[config.mk]
export PLATFORM = sky130hd
export DESIGN_NAME = tvs_sqrt
export DESIGN_NICKNAME = d
export VERILOG_FILES = /design/src/rtl/tvs_pkg.sv /design/src/rtl/tvs_sqrt.sv
export SDC_FILE = /design/constraint.sdc
export NUM_CORES = 1
export LEC_CHECK = 0
export BUFFER_PORTS_ARGS = -buffer_cell sky130_fd_sc_hd__buf_4
export CORE_ASPECT_RATIO = 0.7
export CORE_MARGIN = 5
export CORE_UTILIZATION = 50
export DETAILED_ROUTE_END_ITERATION = 6
export GPL_ROUTABILITY_DRIVEN = 0
export PLACE_DENSITY = 0.78
export SYNTH_ARGS = -nofsm -noshare
export SYNTH_HDL_FRONTEND = slang
export SYNTH_SLANG_ARGS = --single-unit
[constraint.sdc]
create_clock -name clk -period 5.45 [get_ports clk]
set_input_delay 0.8175 -clock clk [delete_from_list [all_inputs] [get_ports clk]]
set_output_delay 0.8175 -clock clk [all_outputs]
set_load 0.005 [all_outputs]
[src/rtl/tvs_pkg.sv]
// ----------------------------------------------------------------------------
// tvs_pkg
// Shared types, codes and iteration steps of the trapezoid velocity planner.
// ----------------------------------------------------------------------------
package tvs_pkg;

	localparam int STEPS_PER_STAGE = 2;
	localparam int SQRT_STEPS      = 16;
	localparam int DIV_STEPS       = 20;
	localparam int SQ_WORK         = SQRT_STEPS / STEPS_PER_STAGE;
	localparam int CORE_STAGES     = DIV_STEPS / STEPS_PER_STAGE;
	localparam int FRONT_STAGES    = 5;
	localparam int PIPE_STAGES     = FRONT_STAGES + CORE_STAGES;

	localparam logic [2:0] PH_ZERO    = 3'd0;
	localparam logic [2:0] PH_ACCEL   = 3'd1;
	localparam logic [2:0] PH_CRUISE  = 3'd2;
	localparam logic [2:0] PH_DECEL   = 3'd3;
	localparam logic [2:0] PH_ARRIVED = 3'd4;

	localparam logic [2:0] REG_MAX_SPEED   = 3'd0;
	localparam logic [2:0] REG_MIN_SPEED   = 3'd1;
	localparam logic [2:0] REG_MAX_ACCEL   = 3'd2;
	localparam logic [2:0] REG_FINAL_SPEED = 3'd3;
	localparam logic [2:0] REG_LOOK_AHEAD  = 3'd4;

	typedef struct packed {
		logic [14:0]        max_speed;
		logic signed [15:0] min_speed;
		logic [15:0]        max_accel;
		logic signed [15:0] final_speed;
		logic [15:0]        look_ahead;
	} cfg_t;

	typedef struct packed {
		logic               neg;
		logic               zero;
		logic               trap;
		logic               ph1t;
		logic               cmp2;
		logic               cmp3;
		logic [15:0]        vm;
		logic signed [16:0] vf;
		logic signed [18:0] s1;
		logic signed [18:0] base3;
		logic signed [18:0] u1;
		logic signed [18:0] u3;
		logic signed [18:0] w;
	} side_t;

	typedef struct packed {
		logic [31:0] x;
		logic [17:0] rem;
		logic [15:0] root;
	} sq_t;

	typedef struct packed {
		logic [19:0] num;
		logic [16:0] rem;
		logic [19:0] quo;
		logic [15:0] dvs;
	} dv_t;

	function automatic sq_t sq_step(input sq_t st);
		sq_t         o;
		logic [19:0] cur;
		logic [19:0] trial;
		cur   = {st.rem, st.x[31:30]};
		trial = {2'b00, st.root, 2'b01};
		o.x   = {st.x[29:0], 2'b00};
		if (cur >= trial) begin
			o.rem  = 18'(cur - trial);
			o.root = {st.root[14:0], 1'b1};
		end else begin
			o.rem  = cur[17:0];
			o.root = {st.root[14:0], 1'b0};
		end
		return o;
	endfunction

	function automatic dv_t dv_step(input dv_t st);
		dv_t         o;
		logic [17:0] cur;
		logic [17:0] dx;
		cur   = {st.rem, st.num[19]};
		dx    = {2'b00, st.dvs};
		o.num = {st.num[18:0], 1'b0};
		o.dvs = st.dvs;
		if (cur >= dx) begin
			o.rem = 17'(cur - dx);
			o.quo = {st.quo[18:0], 1'b1};
		end else begin
			o.rem = cur[16:0];
			o.quo = {st.quo[18:0], 1'b0};
		end
		return o;
	endfunction

endpackage

[src/rtl/tvs_sqrt.sv]
// ----------------------------------------------------------------------------
// tvs_sqrt
// Pipelined floor square root, two result bits per stage, then alignment.
// ----------------------------------------------------------------------------
module tvs_sqrt import tvs_pkg::*; (
	input  logic        clk,
	input  logic        en,
	input  logic [31:0] rad,
	output logic [15:0] root
);

	sq_t sq_q [CORE_STAGES];
	sq_t sq_d [CORE_STAGES];

	always_comb begin
		sq_t tmp;
		for (int i = 0; i < CORE_STAGES; i++) begin
			if (i == 0) begin
				tmp.x    = rad;
				tmp.rem  = '0;
				tmp.root = '0;
			end else begin
				tmp = sq_q[i-1];
			end
			if (i < SQ_WORK) begin
				for (int j = 0; j < STEPS_PER_STAGE; j++) begin
					tmp = sq_step(tmp);
				end
			end
			sq_d[i] = tmp;
		end
	end

	always_ff @(posedge clk) begin
		if (en) begin
			for (int i = 0; i < CORE_STAGES; i++) begin
				sq_q[i] <= sq_d[i];
			end
		end
	end

	assign root = sq_q[CORE_STAGES-1].root;

endmodule

After elaboration in Yosys (flattened, before gate mapping) --
Memories as Yosys holds them, arrays and structs flattened. Cells that the tools add are included.
Word-level totals: register bits 0, latch bits 0, RAM bits 660, ROM bits 0, input bits 34, output and inout bits 16, memories 1
Cells by class: add/subtract/negate cells 16, multipliers 0, div/mod/pow operators 0, magnitude comparators 16, equal/unequal tests 0, shift-type cells 0, multiplexer cells 18, bitwise operators 0, reduce and logical (&&, ||, !) cells 0
Memory list:
- sq_q | depth 10, bits a word 66, rd ports 10, clocked after Yosys merged registers in 0, write ports 10, RTL line tvs_sqrt.sv:12 | sq_t sq_q [CORE_STAGES];
Operators by type and width (count):
- 34-bit 2-to-1 mux | 16
- 20-bit by 18-bit greater-or-equal comparator with 1-bit output | 15
- 18-bit subtractor | 15
- 2-bit by 1-bit subtractor with 3-bit output (second input constant) | 1
- 2-bit by 1-bit greater-or-equal comparator with 1-bit output (second input constant) | 1
- 1-bit 2-to-1 mux | 2

Logic depth before layout (Yosys ltp) --
An unclocked memory read counts as a cell.
depth after elaboration 5, mapped depth 24

Worst setup path after synthesis --
No wires, ideal clock.
kind reg-to-reg, start mem sq_q[5][26] in the netlist's numbering, end mem sq_q[6][28] in the netlist's numbering (data pin), arrival 4609 ps, data required time 5190 ps, slack 581 ps, stages on the path, launching flop included 21, period minus slack after synthesis 4869 ps, cell sequence edfxtp_1 -> ha_1 -> clkbuf_1 -> nand2_1 -> or4_1 -> o31ai_1 -> or3_1 -> buf_2 -> buf_1 -> nor2_1 -> a21oi_1 -> ha_1 -> clkbuf_1 -> o21a_1 -> o21ai_0 -> or2_2 -> o311ai_0 -> a31oi_1 -> o21ai_0 -> xor2_1 -> mux2_2
RTL lines (RTL line):
- start, declared | tvs_sqrt.sv:12

==> impl_metrics.csv <==
group,metric,value,unit
placement,post_dp_cell_area,21400,µm²
clocking,path_clk_slew,0.06,ns
route,drt-vias-per-instance,6.10,
yosys,synth-seq-cells,334,
critical_path,crit_type,"reg2reg",
cells_and_area,area_growth_syn_to_layout,10.6,%
floorplan,die_w,251,µm
critical_path,startpoint,"sq_q[5][11]",
floorplan,die_height,179,µm
critical_path,ff2ff_path_depth,17,
cells_and_area,reg.largest.list,"sq_q: 334 flops",
cells_and_area,final_common_cell,"edfxtp_1",
critical_path,r2r_end,"sq_q[6][28]",
cells_and_area,fin_area,22500,µm²
yosys,synth_edf_count,334,
sta,setup_violations,0,
cells_and_area,num-fill-cells,3369,
yosys,synth_flop_cell,"edfxtp_1",
sta,period_needed,5.21,ns
route,drtAntennaViolNets,0,
run,cap_violations,0,
clocking,numCtsBuffers,35,
placement,dp_slack,0.00563,ns
cells_and_area,fin_util,56.3,%
power_and_ir_drop,p_leak,8.93,nW
floorplan,io_pins,50,
yosys,postSynthAreaPerCell,10.6,µm²
floorplan,initial_core_util,50.9,%
power_and_ir_drop,p_per_area,406,nW/µm²
outcome,status,"finished, final reports clean",
cells_and_area,largest_register_ffs,334,
floorplan,rows,61,
critical_path,r2r_slack,0.24,ns
yosys,synthTopCellsByArea,"edfxtp_1 (49%), ha_1 (9.2%), xnor2_1 (4.6%), a21oi_1 (3.8%), nor2_1 (3.5%)",
global_route,track_usage,20.4,%
yosys,synth_top_cell_by_area,"edfxtp_1",
critical_path,critPathMaxFanout,14,
critical_path,cp-end-kind,"flop",
cells_and_area,final_cell_mix,"edfxtp_1 (334), nor2_1 (188), a21oi_1 (155), ha_1 (149), inv_1 (140)",
critical_path,critPathCapture,"sq_q[6][28]",
yosys,syn_inst,1923,
placement,port_buffers,49,
route,route.detailed.drc,0,
sta,min_period_over_period,95.6,%
critical_path,cp.required,5.72,ns
route,wl_per_cell,18.5,µm
route,drt_iter0_markers,1772,
floorplan,core,40000,µm²
clocking,clock_path_buffers,3,
global_route,antenna_found_initial,1,
critical_path,timing.rr.start,"sq_q[5][11]",
clocking,clk_latency,0.54,ns
yosys,netlist_area,20400,µm²
power_and_ir_drop,max-vdd-ir-drop,0.000222,V
sta,worstMarginPinSlew,0.865,ns
sta,clock_skew,0.0184,ns
cells_and_area,layout-drive-gt1-share,9.17,%
yosys,synthDominantCellAreaShare,49.3,%
route,vias,15600,
clocking,cts_hold_buf,0,
critical_path,startpoint_type,"flop",
sta,slew_viol_final,0,
route,wirelength,47.3,mm
floorplan,dieArea,44900,µm²
clocking,cts_tree,"done",
critical_path,arrival,5.48,ns
global_route,grt_pass1_vias,14400,
clocking,cts_sinks,334,
sta,slew_headroom,42.3,%
worst_hold_path,hold_path.class,"reg2reg",
yosys,synthArstFlopShare,0,%
cells_and_area,final_nets,2177,
yosys,ys_warn_count,0,
yosys,synthDistinctLibCells,85,
global_route,overflow,0,
route,first_pass_iters,6,
sta,fin_ws,0.242,ns
clocking,root_buffer,"clkbuf_16",
clocking,h-tree-depth,2,
yosys,yosysSeqAreaShare,49.3,%
placement,dp_hpwl,34.9,mm
global_route,grt_pass1_wl,75.1,mm
sta,hold_violations,0,
cells_and_area,top_register,"sq_q",
global_route,grt_max_degree,117,
sta,fmax,192,MHz
==> kinds of logic after synthesis <==
logic type / share of synthesized area (%)
simple gates: 14.0
compound gates: 15.4
flops: 49.3
buf+inv: 3.63
xor+xnor: 7.14
fa+ha+maj: 9.16
mux: 1.39
other cells: 0.0184
==> metal layers <==
metal | wire, µm | up-vias | GRT usage, %
met2 | 19100 | 856 | 29.3
met3 | 5310 | 109 | 4.54
met1 | 22000 | 7311 | 31.8
li1 | - | 7309 | -
met5 | 19 | - | 0
met4 | 867 | 2 | 4.30
==> per-stage QoR <==
step | instances | TNS [ns] | total power [mW] | hold slack [ns]
final | 2554 | 0 | 9.14 | 0.413
after global placement | 2490 | 0 | 6.65 | 0.401
after CTS | 2551 | 0 | 9.06 | 0.415
after floorplan | 1924 | 0 | 5.96 | 0.400
after global routing | 2553 | -0.0583 | 9.63 | 0.415
after detailed placement | 2490 | 0 | 6.80 | 0.405
==> how the worst min path moves through the flow <==
stage | cells past startpoint | from | end | slack [ns]
finish | 0 | sq_q[0][51] | sq_q[1][55] | 0.41
global route | 0 | sq_q[0][51] | sq_q[1][55] | 0.42
CTS | 0 | sq_q[1][56] | sq_q[2][60] | 0.41
detailed placement | 0 | sq_q[0][51] | sq_q[1][55] | 0.40
global placement | 0 | sq_q[8][2] | sq_q[9][2] | 0.40
floorplan | 0 | sq_q[0][38] | sq_q[1][42] | 0.40
==> report_power, final <==
part	internal, mW	total, mW	switching [mW]
clock network	1.23	2.22	0.991
logic	1.36	3.29	1.92
registers	3.33	3.62	0.292
==> cell usage after synthesis (5+ instances only) <==
| cell | instances |
|---|---|
| edfxtp_1 | 334 |
| nor2_1 | 188 |
| a21oi_1 | 156 |
| ha_1 | 149 |
| inv_1 | 140 |
| nand2_1 | 115 |
| xnor2_1 | 108 |
| o21ai_0 | 77 |
| xor2_1 | 56 |
| nor3_1 | 55 |
| a21o_1 | 40 |
| nand3_1 | 40 |
| o21a_1 | 29 |
| clkbuf_1 | 28 |
| nand4_1 | 25 |
| or3_1 | 25 |
| a31oi_1 | 22 |
| o31ai_1 | 20 |
| nor4_1 | 19 |
| mux2_2 | 18 |
| nand2b_1 | 18 |
| nor2b_1 | 17 |
| o211ai_1 | 17 |
| a211oi_1 | 16 |
| or2_2 | 15 |
| or4_1 | 13 |
| o21bai_1 | 12 |
| o31a_1 | 11 |
| and2_1 | 10 |
| buf_2 | 10 |
| a211o_1 | 8 |
| and3_1 | 8 |
| mux2i_1 | 8 |
| o22ai_1 | 7 |
| a311oi_1 | 6 |
| o311ai_0 | 6 |
| nand3b_1 | 5 |
| o311a_1 | 5 |
| o41ai_1 | 5 |
==> what timing repair did <==
action,CTS,global route
resized for setup,2,13
pin swaps,0,2
setup buffers,0,2
setup endpoints to repair,2,40
==> critical path, stage by stage (launching register included) <==
cell and delay [ns]:
edfxtp_1 0.41, inv_1 0.12, ha_1 0.34, and3_1 0.25
a21boi_0 0.16, or4_1 0.54, or3_4 0.45, buf_4 0.21
a21oi_1 0.26, ha_1 0.37, o21a_1 0.21, o21ai_0 0.24
or2_2 0.18, o311ai_0 0.21, a31oi_1 0.39, o21ai_0 0.16
xor2_1 0.17, mux2_2 0.29
==> area by class of cell <==
type | count | area [µm²] | area share (%)
inverter | 146 | 552 | 2.45
antenna | 1 | 2.50 | 0.0111
clock buffer | 42 | 902 | 4.01
clock inverter | 19 | 131 | 0.583
timing repair buffer | 76 | 594 | 2.64
tap | 535 | 669 | 2.97
sequential | 334 | 10000 | 44.5
multi-input combinational | 1401 | 9640 | 42.8
Power figures use the tool's default switching activity.
