--- src/rtl/tvs_pkg.sv ---
// ----------------------------------------------------------------------------
// tvs_pkg
// Shared types, codes and iteration steps of the trapezoid velocity planner.
// ----------------------------------------------------------------------------
package tvs_pkg;

	localparam int STEPS_PER_STAGE = 2;
	localparam int SQRT_STEPS      = 16;
	localparam int DIV_STEPS       = 20;
	localparam int SQ_WORK         = SQRT_STEPS / STEPS_PER_STAGE;
	localparam int CORE_STAGES     = DIV_STEPS / STEPS_PER_STAGE;
	localparam int FRONT_STAGES    = 5;
	localparam int PIPE_STAGES     = FRONT_STAGES + CORE_STAGES;

	localparam logic [2:0] PH_ZERO    = 3'd0;
	localparam logic [2:0] PH_ACCEL   = 3'd1;
	localparam logic [2:0] PH_CRUISE  = 3'd2;
	localparam logic [2:0] PH_DECEL   = 3'd3;
	localparam logic [2:0] PH_ARRIVED = 3'd4;

	localparam logic [2:0] REG_MAX_SPEED   = 3'd0;
	localparam logic [2:0] REG_MIN_SPEED   = 3'd1;
	localparam logic [2:0] REG_MAX_ACCEL   = 3'd2;
	localparam logic [2:0] REG_FINAL_SPEED = 3'd3;
	localparam logic [2:0] REG_LOOK_AHEAD  = 3'd4;

	typedef struct packed {
		logic [14:0]        max_speed;
		logic signed [15:0] min_speed;
		logic [15:0]        max_accel;
		logic signed [15:0] final_speed;
		logic [15:0]        look_ahead;
	} cfg_t;

	typedef struct packed {
		logic               neg;
		logic               zero;
		logic               trap;
		logic               ph1t;
		logic               cmp2;
		logic               cmp3;
		logic [15:0]        vm;
		logic signed [16:0] vf;
		logic signed [18:0] s1;
		logic signed [18:0] base3;
		logic signed [18:0] u1;
		logic signed [18:0] u3;
		logic signed [18:0] w;
	} side_t;

	typedef struct packed {
		logic [31:0] x;
		logic [17:0] rem;
		logic [15:0] root;
	} sq_t;

	typedef struct packed {
		logic [19:0] num;
		logic [16:0] rem;
		logic [19:0] quo;
		logic [15:0] dvs;
	} dv_t;

	function automatic sq_t sq_step(input sq_t st);
		sq_t         o;
		logic [19:0] cur;
		logic [19:0] trial;
		cur   = {st.rem, st.x[31:30]};
		trial = {2'b00, st.root, 2'b01};
		o.x   = {st.x[29:0], 2'b00};
		if (cur >= trial) begin
			o.rem  = 18'(cur - trial);
			o.root = {st.root[14:0], 1'b1};
		end else begin
			o.rem  = cur[17:0];
			o.root = {st.root[14:0], 1'b0};
		end
		return o;
	endfunction

	function automatic dv_t dv_step(input dv_t st);
		dv_t         o;
		logic [17:0] cur;
		logic [17:0] dx;
		cur   = {st.rem, st.num[19]};
		dx    = {2'b00, st.dvs};
		o.num = {st.num[18:0], 1'b0};
		o.dvs = st.dvs;
		if (cur >= dx) begin
			o.rem = 17'(cur - dx);
			o.quo = {st.quo[18:0], 1'b1};
		end else begin
			o.rem = cur[16:0];
			o.quo = {st.quo[18:0], 1'b0};
		end
		return o;
	endfunction

endpackage

--- src/rtl/tvs_back.sv ---
// ----------------------------------------------------------------------------
// tvs_back
// Leg select, mirror back, saturate, and the output register.
// ----------------------------------------------------------------------------
module tvs_back import tvs_pkg::*; (
	input  logic               clk,
	input  logic               arst_n,
	input  logic               en,
	input  logic               vld,
	input  side_t              side,
	input  logic [19:0]        quo,
	input  logic [15:0]        root,
	input  logic               out_ready,
	output logic               out_valid,
	output logic signed [15:0] speed,
	output logic [2:0]         phase
);

	logic signed [20:0] q3, t3, s, sn;
	logic signed [18:0] r1, r2;
	logic [2:0]         ph;
	logic signed [15:0] sat;

	always_comb begin
		q3 = 21'(side.base3) + $signed({1'b0, quo}) - 21'sd262144;
		t3 = $signed({4'b0000, root, 1'b0}) + 21'(side.w);
		r1 = $signed({3'b000, root});
		r2 = $signed({2'b00, root, 1'b0});
		if (side.zero) begin
			s  = '0;
			ph = PH_ZERO;
		end else if (side.trap) begin
			if (side.ph1t) begin
				s  = 21'(side.s1);
				ph = PH_ACCEL;
			end else if (side.cmp2) begin
				s  = $signed({5'b00000, side.vm});
				ph = PH_CRUISE;
			end else if (side.cmp3) begin
				s  = q3;
				ph = PH_DECEL;
			end else begin
				s  = 21'(side.vf);
				ph = PH_ARRIVED;
			end
		end else begin
			if (r1 >= side.u1) begin
				s  = 21'(side.s1);
				ph = PH_ACCEL;
			end else if (r2 >= side.u3) begin
				s  = t3;
				ph = PH_DECEL;
			end else begin
				s  = 21'(side.vf);
				ph = PH_ARRIVED;
			end
		end
		sn = side.neg ? -s : s;
		if (sn > 21'sd32767) begin
			sat = 16'sh7fff;
		end else if (sn < -21'sd32768) begin
			sat = -16'sh8000;
		end else begin
			sat = sn[15:0];
		end
	end

	logic               valid_q;
	logic signed [15:0] speed_q;
	logic [2:0]         phase_q;

	always_ff @(posedge clk or negedge arst_n) begin
		if (!arst_n) begin
			valid_q <= 1'b0;
		end else if (en && vld) begin
			valid_q <= 1'b1;
		end else if (out_ready) begin
			valid_q <= 1'b0;
		end
	end

	always_ff @(posedge clk) begin
		if (en && vld) begin
			speed_q <= sat;
			phase_q <= ph;
		end
	end

	assign out_valid = valid_q;
	assign speed     = speed_q;
	assign phase     = phase_q;

endmodule

--- config.mk ---
export PLATFORM = sky130hd
export DESIGN_NAME = tvs_back
export DESIGN_NICKNAME = d
export VERILOG_FILES = /design/src/rtl/tvs_pkg.sv /design/src/rtl/tvs_back.sv
export SDC_FILE = /design/constraint.sdc
export NUM_CORES = 1
export LEC_CHECK = 0
export BUFFER_PORTS_ARGS = -buffer_cell sky130_fd_sc_hd__buf_2
export CORE_MARGIN = 2
export CORE_UTILIZATION = 53
export DETAILED_ROUTE_END_ITERATION = 8
export GPL_ROUTABILITY_DRIVEN = 0
export HOLD_SLACK_MARGIN = 0.08
export PLACE_DENSITY = 0.84
export SLEW_MARGIN = 20
export SYNTH_ARGS = -nofsm -noshare
export SYNTH_HDL_FRONTEND = slang
export SYNTH_SLANG_ARGS = --single-unit
export TNS_END_PERCENT = 30
--- constraint.sdc ---
create_clock -name clk -period 0.8 [get_ports clk]
set_clock_uncertainty 0.1 [all_clocks]
set_input_delay 0 -clock clk [delete_from_list [all_inputs] [get_ports clk]]
set_output_delay 0 -clock clk [all_outputs]
set_load 0.005 [all_outputs]
After elaboration in Yosys (flattened, before gate mapping)
Cells that the tools add are included.

storage, ports and cells
  flip-flop bits (word level) = 20
  input bits = 175
  output and inout port bits = 20
  word-level logic and storage cells = 30

operators by class
  add/subtract/negate cells = 4
  order comparisons = 4
  muxes and demuxes = 17
  reductions and logical operators = 2

operators by type and width
  kind                                                          count
  2-to-1 mux 21 bit                                             8
  adder 19 x 21 -> 21 bit                                       1
  > comparator 21 x 16 -> 1 bit, second input constant          1
  less-than comparator 21 x 16 -> 1 bit, second input constant  1
  negator 21 bit                                                1
  subtractor 21 x 20 -> 21 bit, second input constant           1
  adder 18 x 19 -> 20 bit                                       1
  >= comparator 17 x 19 -> 1 bit                                1
  >= comparator 18 x 19 -> 1 bit                                1
  2-to-1 mux 3 bit                                              6
  2-to-1 mux 16 bit                                             1
  2-to-1 mux 1 bit                                              2
  nonzero test 2 bit                                            1
  logical AND 1 bit                                             1

Longest topological paths before layout
  depth in word-level cells = 11
  depth in mapped cells = 17
  mapped depth without buffers = 15

Worst setup path before layout
No wires, ideal clock.

  path kind = input to register
  start = input side[58] (netlist bit)
  end = register speed_q[0] (netlist: speed[0]) (data pin)
  setup time = 0.260 ns
  arrival = 3.498 ns
  required time = 0.440 ns
  path slack = -3.058 ns
  cell stages on the path = 16
  buffers on the path = 1
  path through = ha_1 -> ha_1 -> fa_1 -> a211oi_1 -> o211a_1 -> o31a_1 -> mux2i_1 -> a211oi_1 -> o211ai_1 -> o21ai_0 -> or3_4 -> o31ai_2 -> xor2_1 -> a41o_1 -> buf_6 -> o21ai_2

on the way
  cells in the longest elaborated chain, start to end = 11
  elaborated cells on any way between the ends = 12
  those cells by class = 3 x add/sub; 2 x order compare; 7 x mux

ends and longest elaborated chain
  what                                   line            RTL
  start, declared                        tvs_back.sv:10  input side_t side,
  adder 19 x 21 -> 21 bit (*)            tvs_back.sv:25  q3 = 21'(side.base3) + $signed({1'b0, quo}) - 21'sd262144;
  subtractor 21 x 20 -> 21 bit (*)       tvs_back.sv:25
  2-to-1 mux 21 bit (*)                  tvs_back.sv:39  end else if (side.cmp3) begin
  2-to-1 mux 21 bit (*)                  tvs_back.sv:36  end else if (side.cmp2) begin
  2-to-1 mux 21 bit (*)                  tvs_back.sv:33  if (side.ph1t) begin
  2-to-1 mux 21 bit (*)                  tvs_back.sv:32  end else if (side.trap) begin
  2-to-1 mux 21 bit (*)                  tvs_back.sv:29  if (side.zero) begin
  negator 21 bit                         tvs_back.sv:58  sn = side.neg ? -s : s;
  2-to-1 mux 21 bit (*)                  tvs_back.sv:58
  less-than comparator 21 x 16 -> 1 bit  tvs_back.sv:61  end else if (sn < -21'sd32768) begin
  2-to-1 mux 16 bit                      tvs_back.sv:61
  end signal, assigned                   tvs_back.sv:84  speed_q <= sat;
  end, declared                          tvs_back.sv:69  logic signed [15:0] speed_q;

Mark *: on every way between the ends. The rest lies on a longest branch, timed or not.
A chain may end at the register's enable or synchronous reset.

Final worst setup path
  start = input side[58] (netlist bit)
  end = register speed_q[9] (netlist: speed[9]) (data pin)

The elaborated chain is that of the path after synthesis.

==> flow_results.xml <==
<?xml version="1.0" encoding="UTF-8"?>
<metrics>
  <group name="critical_path">
    <metric name="critPathCaptureType" unit="">flip-flop</metric>
    <metric name="path_cells" unit="">buf_6 &gt; ha_4 &gt; ha_4 &gt; fa_2 &gt; a211oi_2 &gt; o211a_1 &gt; o31a_1 &gt; buf_4 &gt; o31ai_2 &gt; a211o_1 &gt; a21oi_2 &gt; xnor2_1 &gt; o31a_1 &gt; nor3b_1 &gt; xor2_2 &gt; o31a_1 &gt; buf_6 &gt; buf_4 &gt; o21ai_2</metric>
    <metric name="worst_path_max_delay_cell" unit="">nor3b_1</metric>
    <metric name="regToRegStartpoint" unit="">out_valid</metric>
    <metric name="reg2reg_depth" unit="">1</metric>
    <metric name="worstPathMaxFanout" unit="">5</metric>
    <metric name="worst_path_largest_cell_delay" unit="ps">400</metric>
    <metric name="worst-r2r-setup-slack" unit="ps">20</metric>
    <metric name="cp.required" unit="ps">800</metric>
    <metric name="crit_family" unit="">compound AO/OA/AOI/OAI gates</metric>
    <metric name="worstSetupPathType" unit="">input port to flip-flop</metric>
    <metric name="critPathArrivalTime" unit="ps">3940</metric>
    <metric name="critical-path-top-cell-by-count" unit="">o31a_1</metric>
    <metric name="path_depth" unit="">19</metric>
    <metric name="worst_setup_path_start_kind" unit="">input port</metric>
    <metric name="timing.rr.end" unit="">out_valid</metric>
    <metric name="critical_path.n_buffers_inverters" unit="">4</metric>
  </group>
  <group name="cts">
    <metric name="worst_skew_pair.late_latency" unit="ps">250</metric>
    <metric name="tritoncts.num_buffers" unit="">3</metric>
    <metric name="cts_sinks" unit="">20</metric>
    <metric name="worst_setup_hold_path_clk_slew" unit="ps">60</metric>
    <metric name="tritoncts_clock_tree" unit="">done</metric>
    <metric name="clock_tree.htree_level_count" unit="">1</metric>
    <metric name="clock_tree.root_cell" unit="">clkbuf_8</metric>
    <metric name="clock_path_buffers" unit="">2</metric>
  </group>
  <group name="placed_design">
    <metric name="dpl_cell_area" unit="mm2">0.00839</metric>
    <metric name="detailedPlacementHpwl" unit="um">17700</metric>
    <metric name="count_of_input_and_output_buffers" unit="">194</metric>
    <metric name="post_place_setup_slack" unit="ps">-3320</metric>
  </group>
  <group name="power_and_ir_drop">
    <metric name="power_report.internal_total" unit="uW">4860</metric>
    <metric name="combinationalPowerShare" unit="">0.773</metric>
    <metric name="clkPwrFrac" unit="">0.076</metric>
    <metric name="max-vdd-ir-drop" unit="uV">1160</metric>
    <metric name="p_seq_frac" unit="">0.152</metric>
    <metric name="p_leak" unit="uW">0.00434</metric>
    <metric name="switching_power" unit="uW">3780</metric>
    <metric name="power.switching_fraction" unit="">0.437</metric>
    <metric name="power.density_cell_area" unit="mW/mm2">987</metric>
  </group>
  <group name="finish">
    <metric name="post-route-cell-area" unit="mm2">0.00875</metric>
    <metric name="most_common_library_cell_in_the_layout_ignoring_fill_and_taps" unit="">buf_4</metric>
    <metric name="finalNetCount" unit="">1394</metric>
    <metric name="final_cell_mix" unit="">buf_4 (211), buf_2 (192), ha_1 (81)</metric>
    <metric name="post_route_cells_drive_above_1_share" unit="">0.447</metric>
    <metric name="synthToLayoutAreaGrowth" unit="%">53.5</metric>
    <metric name="insertedDiodeCount" unit="">0</metric>
  </group>
  <group name="drt">
    <metric name="wl" unit="um">22400</metric>
    <metric name="detailed_router_iteration_count_before_antenna_repair" unit="">9</metric>
    <metric name="final_antenna_net_count" unit="">0</metric>
    <metric name="drc" unit="">1</metric>
    <metric name="wl_met2" unit="um">10700</metric>
    <metric name="met1Wirelength" unit="um">7810</metric>
    <metric name="route.vias.total" unit="">7955</metric>
    <metric name="wl_met3" unit="um">2470</metric>
    <metric name="wl_per_cell" unit="um">17.7</metric>
    <metric name="highest_layer" unit="">met4</metric>
    <metric name="detail_route.vias_per_cell" unit="">6.29</metric>
    <metric name="drt-initial-drc-count" unit="">925</metric>
  </group>
  <group name="timing">
    <metric name="fin_crit_sh" unit="">4.93</metric>
    <metric name="final_total_negative_setup_slack" unit="ps">-53630</metric>
    <metric name="finalSetupViolCount" unit="">39</metric>
    <metric name="max_clock_freq" unit="MHz">254</metric>
    <metric name="number_of_hold_violations_in_the_final_report" unit="">0</metric>
    <metric name="setup_slack" unit="ps">-3140</metric>
    <metric name="grt_setup_unrepaired" unit="">true</metric>
    <metric name="finalMaxSlewViolations" unit="">0</metric>
    <metric name="worst_slew_pin_tran" unit="ps">523</metric>
    <metric name="layout_min_cycle_time" unit="ps">3940</metric>
    <metric name="timing.slew.headroom" unit="">0.651</metric>
  </group>
  <group name="global_routing">
    <metric name="groute.usage.overall" unit="">0.369</metric>
    <metric name="antenna_found_initial" unit="">0</metric>
    <metric name="number_of_global_route_vias_before_repair" unit="">7758</metric>
    <metric name="grt_pass1_wl" unit="um">34900</metric>
    <metric name="grt_start_max_net_pins" unit="">29</metric>
    <metric name="globalRoute.totalOverflow" unit="">0</metric>
  </group>
  <group name="yosys">
    <metric name="postSynthNetCount" unit="">1000</metric>
    <metric name="synth-seq-area-share" unit="">0.105</metric>
    <metric name="synth_area_per_inst" unit="um2">7.75</metric>
    <metric name="yosysWarnings" unit="">0</metric>
    <metric name="ys_dominant_reg_cell" unit="">edfxtp_1</metric>
    <metric name="synth.cell_area" unit="mm2">0.00570</metric>
    <metric name="synth-edff-count" unit="">19</metric>
    <metric name="post_synthesis_register_bit_count" unit="">20</metric>
    <metric name="async_reset_ff_frac" unit="">0.0500</metric>
    <metric name="distinct_cell_type_count_after_synthesis" unit="">93</metric>
    <metric name="syn-instance-count" unit="">735</metric>
  </group>
  <group name="flow_run">
    <metric name="drv.max_cap_violation_count" unit="">0</metric>
  </group>
  <group name="floorplan">
    <metric name="core_box_area" unit="mm2">0.0104</metric>
    <metric name="die-area" unit="mm2">0.0116</metric>
    <metric name="floorplan.initialDensity" unit="">0.550</metric>
    <metric name="boundaryPins" unit="">195</metric>
    <metric name="placementRows" unit="">37</metric>
    <metric name="chipHeight" unit="um">108</metric>
    <metric name="die_x" unit="um">108</metric>
  </group>
  <group name="hold_path">
    <metric name="min-delay-path-class" unit="">input port to asynchronous set/reset pin</metric>
  </group>
  <group name="outcome">
    <metric name="status" unit="">complete, but fails checks</metric>
    <metric name="violations" unit="">design-rule violations, negative setup slack</metric>
  </group>
</metrics>
==> power groups by stage <==
stage / Clock [uW] / Combinational [uW] / Sequential, uW
finish: 653 / 6670 / 1310
global route: 704 / 7150 / 1320
CTS: 653 / 6250 / 1310
detailed placement: 0 / 6030 / 1330
global placement: 0 / 5810 / 1330
floorplan: 0 / 3320 / 1350
==> synthesized netlist by cell type, types with 7 or more instances <==
cell       n  area, um2
xor2_1    19        166
mux2i_1    7       70.1
and2_1     7       43.8
a31oi_1   13       81.3
o21ai_0   47        235
nor2_1    49        184
a21oi_1   63        315
nand3_1   18       90.1
buf_2     13       65.1
nand2_1   61        229
inv_1     53        199
edfxtp_1  19        571
xnor2_1   15        131
o31ai_1   11       82.6
nand4_1    7       43.8
a21o_1    14        105
a211oi_1  17        128
o211ai_1  14        105
ha_1      88       1100
o21ai_2   11       96.3
nor3_1    23        115
==> repair_timing <==
item                       4_1_cts  5_1_grt
setup endpoints to repair       40       41
pin swaps                       14       18
buffers inserted                 5        4
gates resized for setup         28       15
hold buffers                     3        0
hold endpoints to repair         2        0
cloned                           1        0
==> worst min-delay path, cell delays in order <==
cell,delay [ps]
dlygate4sd3_1,530
dlymetal6s4s_1,180
buf_2,120
==> worst max-delay path by stage <==
| stage | start | end | slack [ps] |
|---|---|---|---|
| 2_1_floorplan | side[58] | speed[0] | -2800 |
| 3_3_place_gp | side[58] | speed[13] | -3170 |
| 3_5_place_dp | side[58] | speed[13] | -3320 |
| 4_1_cts | side[58] | speed[10] | -2920 |
| 5_1_grt | root[14] | speed[14] | -3260 |
| 6_report | side[58] | speed[9] | -3140 |
==> through the flow <==
stage / std cells / hold WS [ps] / util / power [uW]
3_5_place_dp: 1248 / -313 / 0.809 / 7370
4_1_cts: 1261 / 204 / 0.834 / 8210
2_1_floorplan: 735 / -396 / - / 4670
5_1_grt: 1264 / 173 / 0.844 / 9170
3_3_place_gp: 1248 / -323 / 0.809 / 7130
6_report: 1264 / 162 / 0.844 / 8640
==> layout make-up <==
class	instances	area, um2
multi-input cells	631	5010
repair buffers	416	2720
fillers	613	1620
flip-flops and latches	20	596
inverters	57	214
well taps	136	170
clock buffers	4	45.0
==> cells by family after synthesis <==
group,count (synthesis),share of synthesized area
compound gates,289,0.373
xor+xnor,34,0.0523
fa+ha+maj,90,0.200
buf+inv,85,0.0674
flops,20,0.105
mux,9,0.0162
simple gates,208,0.186
==> state kept, by name, summed over array words and instances, names as in the netlist <==
register / cells
out_valid: 1
speed: 16
phase: 3
==> routing by layer <==
| layer | vias up | global-route usage |
|---|---|---|
| li1 | 3616 | - |
| met1 | 3568 | 0.420 |
| met2 | 612 | 0.664 |
| met3 | 159 | 0.0745 |
| met4 | 0 | 0.156 |
| met5 | - | 0 |
Note: power is estimated with default switching activity, not from simulation.
