==> src/rtl/tvs_pkg.sv <==
// ----------------------------------------------------------------------------
// tvs_pkg
// Shared types, codes and iteration steps of the trapezoid velocity planner.
// ----------------------------------------------------------------------------
package tvs_pkg;

	localparam int STEPS_PER_STAGE = 2;
	localparam int SQRT_STEPS      = 16;
	localparam int DIV_STEPS       = 20;
	localparam int SQ_WORK         = SQRT_STEPS / STEPS_PER_STAGE;
	localparam int CORE_STAGES     = DIV_STEPS / STEPS_PER_STAGE;
	localparam int FRONT_STAGES    = 5;
	localparam int PIPE_STAGES     = FRONT_STAGES + CORE_STAGES;

	localparam logic [2:0] PH_ZERO    = 3'd0;
	localparam logic [2:0] PH_ACCEL   = 3'd1;
	localparam logic [2:0] PH_CRUISE  = 3'd2;
	localparam logic [2:0] PH_DECEL   = 3'd3;
	localparam logic [2:0] PH_ARRIVED = 3'd4;

	localparam logic [2:0] REG_MAX_SPEED   = 3'd0;
	localparam logic [2:0] REG_MIN_SPEED   = 3'd1;
	localparam logic [2:0] REG_MAX_ACCEL   = 3'd2;
	localparam logic [2:0] REG_FINAL_SPEED = 3'd3;
	localparam logic [2:0] REG_LOOK_AHEAD  = 3'd4;

	typedef struct packed {
		logic [14:0]        max_speed;
		logic signed [15:0] min_speed;
		logic [15:0]        max_accel;
		logic signed [15:0] final_speed;
		logic [15:0]        look_ahead;
	} cfg_t;

	typedef struct packed {
		logic               neg;
		logic               zero;
		logic               trap;
		logic               ph1t;
		logic               cmp2;
		logic               cmp3;
		logic [15:0]        vm;
		logic signed [16:0] vf;
		logic signed [18:0] s1;
		logic signed [18:0] base3;
		logic signed [18:0] u1;
		logic signed [18:0] u3;
		logic signed [18:0] w;
	} side_t;

	typedef struct packed {
		logic [31:0] x;
		logic [17:0] rem;
		logic [15:0] root;
	} sq_t;

	typedef struct packed {
		logic [19:0] num;
		logic [16:0] rem;
		logic [19:0] quo;
		logic [15:0] dvs;
	} dv_t;

	function automatic sq_t sq_step(input sq_t st);
		sq_t         o;
		logic [19:0] cur;
		logic [19:0] trial;
		cur   = {st.rem, st.x[31:30]};
		trial = {2'b00, st.root, 2'b01};
		o.x   = {st.x[29:0], 2'b00};
		if (cur >= trial) begin
			o.rem  = 18'(cur - trial);
			o.root = {st.root[14:0], 1'b1};
		end else begin
			o.rem  = cur[17:0];
			o.root = {st.root[14:0], 1'b0};
		end
		return o;
	endfunction

	function automatic dv_t dv_step(input dv_t st);
		dv_t         o;
		logic [17:0] cur;
		logic [17:0] dx;
		cur   = {st.rem, st.num[19]};
		dx    = {2'b00, st.dvs};
		o.num = {st.num[18:0], 1'b0};
		o.dvs = st.dvs;
		if (cur >= dx) begin
			o.rem = 17'(cur - dx);
			o.quo = {st.quo[18:0], 1'b1};
		end else begin
			o.rem = cur[16:0];
			o.quo = {st.quo[18:0], 1'b0};
		end
		return o;
	endfunction

endpackage

==> src/rtl/tvs_div.sv <==
// ----------------------------------------------------------------------------
// tvs_div
// Pipelined restoring divider, two quotient bits per stage.
// ----------------------------------------------------------------------------
module tvs_div import tvs_pkg::*; (
	input  logic        clk,
	input  logic        en,
	input  logic [34:0] dvd,
	input  logic [15:0] dvs,
	output logic [19:0] quo
);

	dv_t dv_q [CORE_STAGES];
	dv_t dv_d [CORE_STAGES];

	always_comb begin
		dv_t tmp;
		for (int i = 0; i < CORE_STAGES; i++) begin
			if (i == 0) begin
				tmp.num = dvd[19:0];
				tmp.rem = {2'b00, dvd[34:20]};
				tmp.quo = '0;
				tmp.dvs = dvs;
			end else begin
				tmp = dv_q[i-1];
			end
			for (int j = 0; j < STEPS_PER_STAGE; j++) begin
				tmp = dv_step(tmp);
			end
			dv_d[i] = tmp;
		end
	end

	always_ff @(posedge clk) begin
		if (en) begin
			for (int i = 0; i < CORE_STAGES; i++) begin
				dv_q[i] <= dv_d[i];
			end
		end
	end

	assign quo = dv_q[CORE_STAGES-1].quo;

endmodule

==> config.mk <==
export PLATFORM = sky130hd
export DESIGN_NAME = tvs_div
export DESIGN_NICKNAME = d
export VERILOG_FILES = /design/src/rtl/tvs_pkg.sv /design/src/rtl/tvs_div.sv
export SDC_FILE = /design/constraint.sdc
export NUM_CORES = 1
export LEC_CHECK = 0
export ABC_AREA = 1
export ABC_CLOCK_PERIOD_IN_PS = 9100
export CAP_MARGIN = 20
export CORE_UTILIZATION = 51
export CTS_BUF_LIST = sky130_fd_sc_hd__clkbuf_8
export CTS_CLUSTER_DIAMETER = 120
export DETAILED_ROUTE_END_ITERATION = 10
export DONT_BUFFER_PORTS = 1
export GPL_TIMING_DRIVEN = 0
export PLACE_DENSITY = 0.66
export SYNTH_ARGS = -nofsm -noshare
export SYNTH_HDL_FRONTEND = slang
export SYNTH_SLANG_ARGS = --single-unit
==> constraint.sdc <==
create_clock -name clk -period 9.1 [get_ports clk]
set_input_delay 1.365 -clock clk [delete_from_list [all_inputs] [get_ports clk]]
set_output_delay 1.365 -clock clk [all_outputs]
set_load 0.01 [all_outputs]
Yosys cells after proc, flatten, opt, wreduce, memory -nomap -nowiden
Memories as Yosys holds them, arrays and structs flattened.
Cells that the tools add are included.
{ "totals": {"word_cells": 63, "ff_bits": 0, "mem_bits_ro": 0, "memories": 1, "mem_bits_rw": 710, "input_bits": 53, "latchBits": 0} }
{ "op_classes": {"shifts": 0, "bitwise_logic": 0, "div": 0, "n_mul": 0, "n_reduce_logical": 0, "n_eq_ne": 0, "n_addsub": 20, "n_mux": 22, "n_lt_le_gt_ge": 20} }
{ "mem_list": {"columns": ["memory", "words", "width", "read_ports", "rd_ports_with_merged_regs", "write_ports", "line_no", "rtl"], "rows": [
  ["dv_q", 10, 71, 10, 0, 10, "tvs_div.sv:13", "dv_t dv_q [CORE_STAGES];"]
]} }
{ "op_table": {"columns": ["op", "count"], "rows": [
  ["37-bit two-way mux", 20],
  ["18-bit by 16-bit >= comparator with 1-bit output", 19],
  ["17-bit by 16-bit subtractor with 17-bit output", 19],
  ["16-bit by 16-bit subtractor with 17-bit output", 1],
  ["16-bit >= comparator", 1],
  ["1-bit two-way mux", 2]
]} }

Longest topological paths before layout
Gate-level depths: netlist of run 1.
An unclocked memory read counts as a cell.
{ "logic_depth": {"ltp_word": 5, "mapped_depth": 30, "mapped_depth_nobuf": 28} }

Worst setup path after synthesis of run 1
OpenSTA, ideal clock, no wires.
{ "synth_timing": {"path_type": "input-to-reg", "startpoint": "input dvs[8]", "endpoint": "memory dv_q[0][43] (netlist bit), data pin", "stages": 24, "n_path_buf": 1, "t_required_ns": 8.848, "setup_slack_ns": 4.602, "arrival_time_ns": 4.246, "path_cell_list": "inv_1 -> ha_1 -> a21oi_2 -> o21ai_1 -> a21oi_1 -> nand2_2 -> nand2_2 -> nand2_4 -> nand2_1 -> o21ai_0 -> fa_1 -> nand3_1 -> nand3_1 -> nand2_1 -> nand2_1 -> nand3_1 -> nand2_1 -> a21oi_1 -> nand2_2 -> inv_2 -> nand2_4 -> buf_6 -> nand2_1 -> nand2_1"} }
{ "synth_rtl": {"columns": ["item", "line_no", "rtl"], "rows": [
  ["start: declaration", "tvs_div.sv:9", "input logic [15:0] dvs,"],
  ["end: declaration", "tvs_div.sv:13", null]
]} }

==> impl_metrics.toml, run 1 <==
[status]
run_status = "finished with violations"
failed_checks = "slew limit"

[route]
drt_drc_violations_left = 0
wirelength_um = 92200
via_count = 30100
drt_first_iter_violations = 2394
detailed_routing_iteration_count_for_the_pre_antenna_repair_pass = 6
post_dr_vias_cell = 5.33
wl_per_cell_um = 16.4
antenna_violating_nets_post_route = 0

[critical_path]
worst_setup_path_start_kind = "flop"
criticalPathCategory = "reg -> reg"
r2r-end = "dv_q[8][45]"
regToRegStartpoint = "dv_q[7][8]"
critical_path_peak_fanout = 10
setup.reg_to_reg.worst_slack_ns = 4.27
worst_setup_path_end_kind = "flop"
crit_arrival_ns = 5.27
required_ns = 9.54
critical_path.startpoint = "dv_q[7][8]"
reg2reg_depth = 26

[yosys]
mappedNetlistNets = 4931
post_syn_area_per_cell_sq_um = 8.12
synth_top_flop_cell = "sky130_fd_sc_hd__edfxtp_1"
synth.yosys.seq_area_share_pct = 40.5
netlist-cell-type-count = 53
yosysTopAreaCell = "sky130_fd_sc_hd__edfxtp_1"
ys_async_sr_fraction_pct = 0
ys_top_cells_by_area = "sky130_fd_sc_hd__edfxtp_1 (41%), sky130_fd_sc_hd__nand2_1 (15%), sky130_fd_sc_hd__ha_1 (11%)"
netlist_area_sq_um = 36800
netlist_instances = 4539
synthesis.yosys.warnings = 0
number_of_synthesized_flops_with_an_enable_pin = 497
netlist.area_leader.share_pct = 40.5
postSynthRegisterBits = 497

[floorplanning]
overall_die_area_sq_um = 73300
core_sq_um = 71500
num_io_pins = 73
die_height_um = 271
core.rowCount = 98
die_width_um = 271
initial_utilization_pct = 51.5

[final_layout]
syn2layout_area_growth_pct = 7.79
drive_above_1_share_pct = 6.34
final_common_cell = "sky130_fd_sc_hd__nand2_1"
largest_reg_flops = 497
num-nets-final = 5020
finish.instance_area_sq_um = 39700
final_cell_mix = "sky130_fd_sc_hd__nand2_1 (1492), sky130_fd_sc_hd__inv_1 (571), sky130_fd_sc_hd__edfxtp_1 (497), sky130_fd_sc_hd__ha_1 (320), sky130_fd_sc_hd__a21oi_1 (280)"
largest_registers = "dv_q: 497 flops"
largest_register = "dv_q"
fillers = 6732

[grt]
use_met1_pct = 33.5
pin_count_of_the_biggest_net_entering_global_routing = 498
grt_use_total_pct = 25.1
met3_usage_pct = 3.11
grt-busiest-layer = "met2"
globalRoute.totalOverflow = 0
global_route.usage.met2_pct = 42.2
grt_antenna_before_repair = 1
grt_pass1_wl_um = 147000
first_global_vias = 28300

[sta]
rsz0062_at_grt = "false"
period_needed_ns = 4.83
min_period_over_period_pct = 53.1
report.final.setup_viol = 0
worst_slack_ns = 4.27
hold_slack_ns = 0.412
max-slew-margin-rel_pct = -29.6
hold_viol_final = 0
max_freq_mhz = 207
slew_viol_final = 212
worst-slew-pin-transition_ns = 1.94
timing.clock.skew_ns = 0.0216
final.setup.tns_ns = 0

[place]
place_worst_setup_slack_ns = 3.81
detailed_place_hpwl_um = 73000
placement.io_buffers = 0
placed_cell_area_sq_um = 38000
finalWeightedCongestion = 0.933

[cts]
cts_sinks = 497
postCtsSetupBuffers = 0
clock_transition_at_path_regs_ns = 0.07
post_cts_resized = 0
tritoncts.num_buffers = 87
worst_skew_pair.late_latency_ns = 0.70
clock_path_buffers = 3
cts_htree_levels = 3
number_of_hold_repair_buffers_added_at_the_cts_stage = 0
clk_root_buffer_cell = "sky130_fd_sc_hd__clkbuf_8"
tritoncts = "done"

[worst_hold_path]
hold-path-cell-count = 0
min-delay-start = "dv_q[8][21]"
min_delay_worst_endpoint = "dv_q[9][23]"
hold_class = "reg -> reg"

[flow_run]
max-cap-violations = 0
## critical path, stage by stage, from the launching register on
cell,delay (ns)
sky130_fd_sc_hd__edfxtp_1,0.40
sky130_fd_sc_hd__inv_1,0.09
sky130_fd_sc_hd__ha_1,0.38
sky130_fd_sc_hd__nand2_1,0.16
sky130_fd_sc_hd__nor2_1,0.25
sky130_fd_sc_hd__nand3_1,0.12
sky130_fd_sc_hd__nand4_1,0.19
sky130_fd_sc_hd__nand2_1,0.11
sky130_fd_sc_hd__nand2_1,0.10
sky130_fd_sc_hd__buf_6,0.17
sky130_fd_sc_hd__inv_2,0.08
sky130_fd_sc_hd__buf_6,0.15
sky130_fd_sc_hd__nand2_1,0.05
sky130_fd_sc_hd__o21ai_0,0.19
sky130_fd_sc_hd__fa_1,0.50
sky130_fd_sc_hd__nand3_1,0.09
sky130_fd_sc_hd__nand3_1,0.14
sky130_fd_sc_hd__a21o_1,0.22
sky130_fd_sc_hd__nand2_1,0.06
sky130_fd_sc_hd__nand2_1,0.11
sky130_fd_sc_hd__a21oi_1,0.16
sky130_fd_sc_hd__nand2_1,0.10
sky130_fd_sc_hd__nor2_4,0.30
sky130_fd_sc_hd__nand2_4,0.15
sky130_fd_sc_hd__buf_8,0.17
sky130_fd_sc_hd__nand2_1,0.06
sky130_fd_sc_hd__nand2_1,0.06
## per-layer routing
layer | share of wire (%) | wire length [um] | vias to the layer above
li1 | - | - | 15400
met1 | 45 | 41900 | 13800
met2 | 47 | 43500 | 699
met3 | 4.3 | 3980 | 158
met4 | 3.0 | 2800 | 0
met5 | 0 | 0 | -
## final cells by class
| cell class | instances | area [sq um] | share of cell area, % |
|---|---|---|---|
| Multi-Input combinational cell | 3420 | 19400 | 48.8 |
| Antenna cell | 1 | 2.50 | 0.00630 |
| Sequential cell | 497 | 14900 | 37.6 |
| Tap cell | 950 | 1190 | 2.99 |
| Buffer | 59 | 423 | 1.06 |
| Inverter | 563 | 2120 | 5.33 |
| Clock buffer | 87 | 1200 | 3.01 |
| Clock inverter | 62 | 483 | 1.22 |
## worst max-delay path by stage
stage	cells after the start	slack [ns]	to
finish	26	4.27	dv_q[8][45]
global route	26	3.88	dv_q[8][47]
CTS	26	4.32	dv_q[8][45]
detailed placement	19	3.81	dv_q[0][51]
global placement	22	3.77	dv_q[0][41]
floorplan	24	4.60	dv_q[0][43]
## synth_stat cells (all sizes together), types with 87 or more instances
cell type	count
edfxtp	497
xor2	106
ha	320
inv	563
nand3	298
o21ai	183
nand4	132
a21oi	289
nand2	1521
nor2	254
xnor2	87
## per-stage QoR
stage / utilization, % / std cells
2_1_floorplan: - / 4539
3_3_place_gp: 53.2 / 5489
3_5_place_dp: 53.2 / 5489
4_1_cts: 55.6 / 5638
5_1_grt: 55.6 / 5639
6_report: 55.6 / 5639
## kinds of logic after synthesis
family | Yosys count | synth area share (%)
adders and majority gates | 339 | 11.9
DFF | 497 | 40.5
xor gates and xnor gates | 193 | 4.59
and+or+nand+nor | 2332 | 27.8
buffers and inverters | 622 | 6.89
AOI/OAI and AO/OA | 556 | 8.32
Power of run 1 is not shown: default switching activity piles up to over one toggle a cycle in this logic, so the estimate is an artifact.
==> inputs of run 2 (changes only) <==
--- a/config.mk
+++ b/config.mk
@@ -6,7 +6,7 @@
 export NUM_CORES = 1
 export LEC_CHECK = 0
 export ABC_AREA = 1
-export ABC_CLOCK_PERIOD_IN_PS = 9100
+export ABC_CLOCK_PERIOD_IN_PS = 4400
 export CAP_MARGIN = 20
 export CORE_UTILIZATION = 51
 export CTS_BUF_LIST = sky130_fd_sc_hd__clkbuf_8
@@ -14,7 +14,7 @@
 export DETAILED_ROUTE_END_ITERATION = 10
 export DONT_BUFFER_PORTS = 1
 export GPL_TIMING_DRIVEN = 0
-export PLACE_DENSITY = 0.66
+export PLACE_DENSITY = 0.69
 export SYNTH_ARGS = -nofsm -noshare
 export SYNTH_HDL_FRONTEND = slang
 export SYNTH_SLANG_ARGS = --single-unit
==> constraint.sdc (replaced) <==
create_clock -name clk -period 4.4 [get_ports clk]
set_input_delay 0.66 -clock clk [delete_from_list [all_inputs] [get_ports clk]]
set_output_delay 0.66 -clock clk [all_outputs]
set_load 0.01 [all_outputs]
==> run 2 against run 1 <==
  * The run still ends with slew limit left
  * Cell area grew 4.6%
  * Critical path depth unchanged
  * Via count is 3.0% higher
  * Die area unchanged
  * Core utilization increased by 2.6 points
  * Count of clock-buffer cells in the layout grew 2
  * Global-route usage up 0.22 points
  * Highest routed layer is now met5
==> impl_metrics.toml, run 2 (same netlist as run 1, synthesis figures left out) <==
[critical_path]
reg2reg_depth = 26
timing.critical_path.max_delay_family = "simple AND/OR/NAND/NOR gates"
worst_setup_path_start_kind = "flop"
criticalPathCategory = "reg -> reg"
crit_path_top_delay_cell = "sky130_fd_sc_hd__edfxtp_1"
crit_cells = 26
critical_path.startpoint = "dv_q[7][70]"
critical_path_buf_inv_count = 6
critPathMaxStageDelay_ns = 0.40
setup.reg_to_reg.worst_slack_ns = 0.18
r2r-end = "dv_q[8][48]"
critical_path_peak_fanout = 10
crit_arrival_ns = 4.67
worst_setup_path_end_kind = "flop"
path_common_cell = "sky130_fd_sc_hd__nand2_1"
required_ns = 4.85
critPathCapture = "dv_q[8][48]"
regToRegStartpoint = "dv_q[7][70]"

[route]
antenna_violating_nets_post_route = 0
detailed_routing_iteration_count_for_the_pre_antenna_repair_pass = 6
drt_drc_violations_left = 0
drt_first_iter_violations = 2585
via_count = 31000
wl_per_cell_um = 16.7
wirelength_um = 95800
post_dr_vias_cell = 5.39

[final_layout]
largest_reg_flops = 497
postLayoutCoreUtil_pct = 58.1
final_common_cell = "sky130_fd_sc_hd__nand2_1"
largest_registers = "dv_q: 497 flops"
fillers = 6532
final_cell_mix = "sky130_fd_sc_hd__nand2_1 (1472), sky130_fd_sc_hd__inv_1 (562), sky130_fd_sc_hd__edfxtp_1 (497), sky130_fd_sc_hd__nand3_1 (272), sky130_fd_sc_hd__ha_1 (263)"
drive_above_1_share_pct = 11.3
num-nets-final = 5118
syn2layout_area_growth_pct = 12.8
largest_register = "dv_q"

[floorplanning]
core_sq_um = 71500
core.rowCount = 98
die_width_um = 271
die_height_um = 271
overall_die_area_sq_um = 73300
initial_utilization_pct = 51.5
num_io_pins = 73

[grt]
global_route.usage.met2_pct = 42.7
grt_antenna_before_repair = 2
first_global_vias = 28800
pin_count_of_the_biggest_net_entering_global_routing = 498
grt_use_total_pct = 25.4
grt-busiest-layer = "met2"
met3_usage_pct = 3.11
use_met1_pct = 33.5
grt_pass1_wl_um = 148000
globalRoute.totalOverflow = 0

[place]
detailed_place_hpwl_um = 73100
place_worst_setup_slack_ns = -0.363
finalWeightedCongestion = 0.936
placement.io_buffers = 0

[cts]
tritoncts = "done"
clk_root_buffer_cell = "sky130_fd_sc_hd__clkbuf_8"
clock_path_buffers = 3
cts_htree_levels = 3
tritoncts.num_buffers = 87
cts_sinks = 497
clock_transition_at_path_regs_ns = 0.06
worst_skew_pair.late_latency_ns = 0.71

[sta]
max_freq_mhz = 237
worst_slack_ns = 0.177
timing.clock.skew_ns = 0.0357
slew_viol_final = 231
max-slew-margin-rel_pct = -20.5
period_needed_ns = 4.22
report.final.setup_viol = 0
worst-slew-pin-transition_ns = 1.81
min_period_over_period_pct = 96.0
hold_slack_ns = 0.0667
hold_viol_final = 0

[status]
run_status = "finished with violations"
failed_checks = "slew limit"

[worst_hold_path]
hold_class = "in -> reg"

[flow_run]
max-cap-violations = 0
==> run 2: cell types whose count changed in the layout (fill, tap and decap cells not counted), moves of 16 or more <==
| cell | previous run | this run |
|---|---|---|
| sky130_fd_sc_hd__nand2_2 | 20 | 36 |
| sky130_fd_sc_hd__inv_2 | 7 | 25 |
| sky130_fd_sc_hd__ha_4 | 0 | 39 |
| sky130_fd_sc_hd__a21oi_2 | 7 | 27 |
| sky130_fd_sc_hd__ha_2 | 0 | 18 |
| sky130_fd_sc_hd__o21ai_1 | 13 | 30 |
| sky130_fd_sc_hd__buf_4 | 12 | 93 |
| sky130_fd_sc_hd__nand2_1 | 1492 | 1472 |
| sky130_fd_sc_hd__dlygate4sd3_1 | 0 | 16 |
| sky130_fd_sc_hd__o21ai_0 | 166 | 136 |
| sky130_fd_sc_hd__ha_1 | 320 | 263 |
| sky130_fd_sc_hd__a21oi_1 | 280 | 257 |
==> run 2: worst min-delay path by stage <==
stage                     start           to  slack (ns)  cells after the start
global route            dvd[10]  dv_q[0][63]        0.01                      0
detailed placement  dv_q[1][62]  dv_q[2][64]        0.40                      0
finish                  dvd[10]  dv_q[0][63]        0.07                      0
global placement    dv_q[8][33]  dv_q[9][35]        0.40                      0
floorplan           dv_q[0][16]  dv_q[1][18]        0.40                      0
CTS                     dvd[10]  dv_q[0][63]       0.005                      0
==> run 2: routing by layer <==
layer / vias to the layer above / wire length, um
met1: 14300 / 41900
met3: 195 / 4950
met5: - / 13
met2: 861 / 45600
met4: 2 / 3330
li1: 15600 / -
==> run 2: repair_timing <==
action                                  4_1_cts  5_1_grt
pin swaps                                     9       35
hold buffers                                 16        0
gates cloned                                  0        1
hold endpoints to repair                     16        0
endpoints found under the setup margin      130      145
resized for setup                            38      196
setup buffers                                20       61
==> run 2: area by class of cell <==
cell class | instances | area [sq um] | share of cell area (%)
diodes | 1 | 2.50 | 0.00602
well taps | 950 | 1190 | 2.86
plain buffers | 59 | 488 | 1.17
clock inverters | 71 | 531 | 1.28
clock buffers | 89 | 1220 | 2.95
repair buffers | 97 | 781 | 1.88
multi-input cells | 3421 | 20300 | 48.8
inverters | 563 | 2120 | 5.11
flip-flops and latches | 497 | 14900 | 35.9
==> run 2: per-stage QoR <==
step	setup TNS (ns)	cells	area, sq um
final	0	5748	41500
after CTS	0	5685	40200
after floorplan	0	4539	36800
after detailed placement	-20.56	5489	38000
after global placement	-19.79	5489	38000
after global routing	-1.51	5748	41500
Power of run 2 is left out for the same reason.
==> inputs of run 3 (changes only) <==
--- a/config.mk
+++ b/config.mk
@@ -6,7 +6,7 @@
 export NUM_CORES = 1
 export LEC_CHECK = 0
 export ABC_AREA = 1
-export ABC_CLOCK_PERIOD_IN_PS = 4400
+export ABC_CLOCK_PERIOD_IN_PS = 4200
 export CAP_MARGIN = 20
 export CORE_UTILIZATION = 51
 export CTS_BUF_LIST = sky130_fd_sc_hd__clkbuf_8
@@ -14,7 +14,7 @@
 export DETAILED_ROUTE_END_ITERATION = 10
 export DONT_BUFFER_PORTS = 1
 export GPL_TIMING_DRIVEN = 0
-export PLACE_DENSITY = 0.69
+export PLACE_DENSITY = 0.66
 export SYNTH_ARGS = -nofsm -noshare
 export SYNTH_HDL_FRONTEND = slang
 export SYNTH_SLANG_ARGS = --single-unit
==> constraint.sdc (replaced) <==
create_clock -name clk -period 4.2 [get_ports clk]
set_input_delay 0.63 -clock clk [delete_from_list [all_inputs] [get_ports clk]]
set_output_delay 0.63 -clock clk [all_outputs]
set_load 0.01 [all_outputs]
==> run 3 against run 2 <==
  * The flow still finishes with violations (slew limit)
  * First-iteration DRC count up 2.8%
  * Hold slack better by 0.018 ns
  * Clock skew down 0.015 ns
  * Setup slack worse by 0.15 ns
  * Flip-flop and latch count unchanged
  * Core utilization up 2.5 points
  * Critical path depth down 2
  * Register-to-register slack worse by 0.15 ns
  * Sequential share of layout area down 1.5 points
  * Die area unchanged
  * Maximum frequency up 1.2%
==> impl_metrics.toml, run 3 (same netlist as run 1, synthesis figures left out) <==
[critical_path]
critical_path.cell_chain = "ha_2 > nand2_2 > nor2_2 > nand4_1 > nand3_2 > nand2_1 > nand2_1 > nand2_4 > buf_6 > o21ai_1 > ha_1 > a21oi_1 > nand2_1 > a21oi_2 > inv_1 > nand2_1 > nand2_1 > nand2_1 > nand2_1 > a21oi_4 > buf_4 > buf_4 > nand4_1 > nand2_1"
critical_path_buf_inv_count = 4
r2r-end = "dv_q[4][47]"
worst_setup_path_start_kind = "flop"
crit_arrival_ns = 4.70
regToRegStartpoint = "dv_q[3][44]"
worst_setup_path_end_kind = "flop"
setup.reg_to_reg.worst_slack_ns = 0.03
critical_path_peak_fanout = 10
path_common_cell = "sky130_fd_sc_hd__nand2_1"
critPathMaxStageDelay_ns = 0.44
timing.critical_path.max_delay_family = "simple AND/OR/NAND/NOR gates"
criticalPathCategory = "reg -> reg"
required_ns = 4.73
reg2reg_depth = 24
crit_path_top_delay_cell = "sky130_fd_sc_hd__edfxtp_1"

[cts]
cts_htree_levels = 3
worst_skew_pair.late_latency_ns = 0.69
clock_path_buffers = 3
tritoncts = "done"
tritoncts.num_buffers = 87
cts_sinks = 497
clk_root_buffer_cell = "sky130_fd_sc_hd__clkbuf_8"
clock_transition_at_path_regs_ns = 0.06

[route]
drt_drc_violations_left = 0
drt_first_iter_violations = 2658
antenna_violating_nets_post_route = 0
wirelength_um = 97700
post_dr_vias_cell = 5.36
detailed_routing_iteration_count_for_the_pre_antenna_repair_pass = 6
wl_per_cell_um = 16.7
via_count = 31300

[final_layout]
fillers = 6319
final_common_cell = "sky130_fd_sc_hd__nand2_1"
drive_above_1_share_pct = 15.9
num-nets-final = 5218
largest_registers = "dv_q: 497 flops"
largest_register = "dv_q"
syn2layout_area_growth_pct = 17.6
final_cell_mix = "sky130_fd_sc_hd__nand2_1 (1441), sky130_fd_sc_hd__inv_1 (526), sky130_fd_sc_hd__edfxtp_1 (497), sky130_fd_sc_hd__nand3_1 (268), sky130_fd_sc_hd__a21oi_1 (242)"
largest_reg_flops = 497

[worst_hold_path]
min_delay_worst_endpoint = "dv_q[0][66]"
hold-path-cell-count = 0
min-delay-start = "en"
hold_class = "in -> reg"

[grt]
first_global_vias = 29000
grt_pass1_wl_um = 150000
globalRoute.totalOverflow = 0
grt_antenna_before_repair = 1
grt_use_total_pct = 25.6
pin_count_of_the_biggest_net_entering_global_routing = 498

[sta]
report.final.setup_viol = 0
hold_viol_final = 0
period_needed_ns = 4.17
max_freq_mhz = 240
max-slew-margin-rel_pct = -36.0
slew_viol_final = 305
timing.clock.skew_ns = 0.0205
worst_slack_ns = 0.0275
min_period_over_period_pct = 99.3
worst-slew-pin-transition_ns = 2.04
rsz0062_at_grt = "true"

[floorplanning]
initial_utilization_pct = 51.5
core.rowCount = 98
core_sq_um = 71500
die_height_um = 271
die_width_um = 271
num_io_pins = 73
overall_die_area_sq_um = 73300

[flow_run]
max-cap-violations = 0

[status]
run_status = "finished with violations"
failed_checks = "slew limit"

[place]
detailed_place_hpwl_um = 73000
place_worst_setup_slack_ns = -0.565
finalWeightedCongestion = 0.933
placement.io_buffers = 0
-- run 3: cell count changes in the layout (fill, tap and decap cells not counted), sizes merged --
cell         delta
buf            +76
dlygate4sd3    +18
inv            -10
clkbuf          +4
clkinvlp        +1
nand2           +1
nand4           -1
-- run 3: per-layer routing --
metal,global-route usage (%),vias to the layer above,wire [um]
met5,0,-,0
met4,8.56,0,2970
met3,2.97,167,4810
met2,43.2,878,46700
met1,34.0,14400,43300
li1,-,15800,-
-- run 3: how the worst max path moves through the flow --
stage                        to  slack, ns  cells past startpoint         from
finish              dv_q[4][47]       0.03                     24  dv_q[3][44]
global route        dv_q[8][40]      -0.12                     26  dv_q[7][70]
CTS                 dv_q[3][45]      0.003                     26  dv_q[2][14]
detailed placement  dv_q[8][45]      -0.56                     26   dv_q[7][8]
global placement    dv_q[4][47]      -0.52                     27   dv_q[3][8]
floorplan           dv_q[8][44]       0.41                     24  dv_q[7][49]
-- run 3: repair_timing --
item | in CTS | in global routing
hold buffers | 34 | 0
endpoints found under the hold margin | 34 | 0
setup endpoints to repair | 144 | 153
resized for setup | 97 | 357
buffers inserted | 53 | 103
pin swaps | 28 | 69
cloned | 0 | 8
-- run 3: stage by stage --
stage | utilization, % | hold WS (ns) | instance area (sq um) | TNS [ns] | std cells
2_1_floorplan | - | 0.400 | 36800 | 0 | 4539
5_1_grt | 60.6 | 0.0161 | 43300 | -2.91 | 5837
6_report | 60.6 | 0.0843 | 43300 | 0 | 5837
4_1_cts | 57.2 | 0.0939 | 40900 | 0 | 5725
3_5_place_dp | 53.2 | 0.405 | 38000 | -49.11 | 5489
3_3_place_gp | 53.2 | 0.400 | 38000 | -51.11 | 5489
-- run 3: layout make-up --
type | count | area [sq um] | area share [%]
diodes | 1 | 2.50 | 0.00577
plain buffers | 59 | 556 | 1.28
clock buffers | 87 | 1200 | 2.76
clock inverters | 62 | 483 | 1.11
inverters | 563 | 2140 | 4.93
multi-input cells | 3421 | 21200 | 48.8
flip-flops and latches | 497 | 14900 | 34.4
well taps | 950 | 1190 | 2.74
repair buffers | 197 | 1690 | 3.91
Power of run 3 is left out for the same reason.
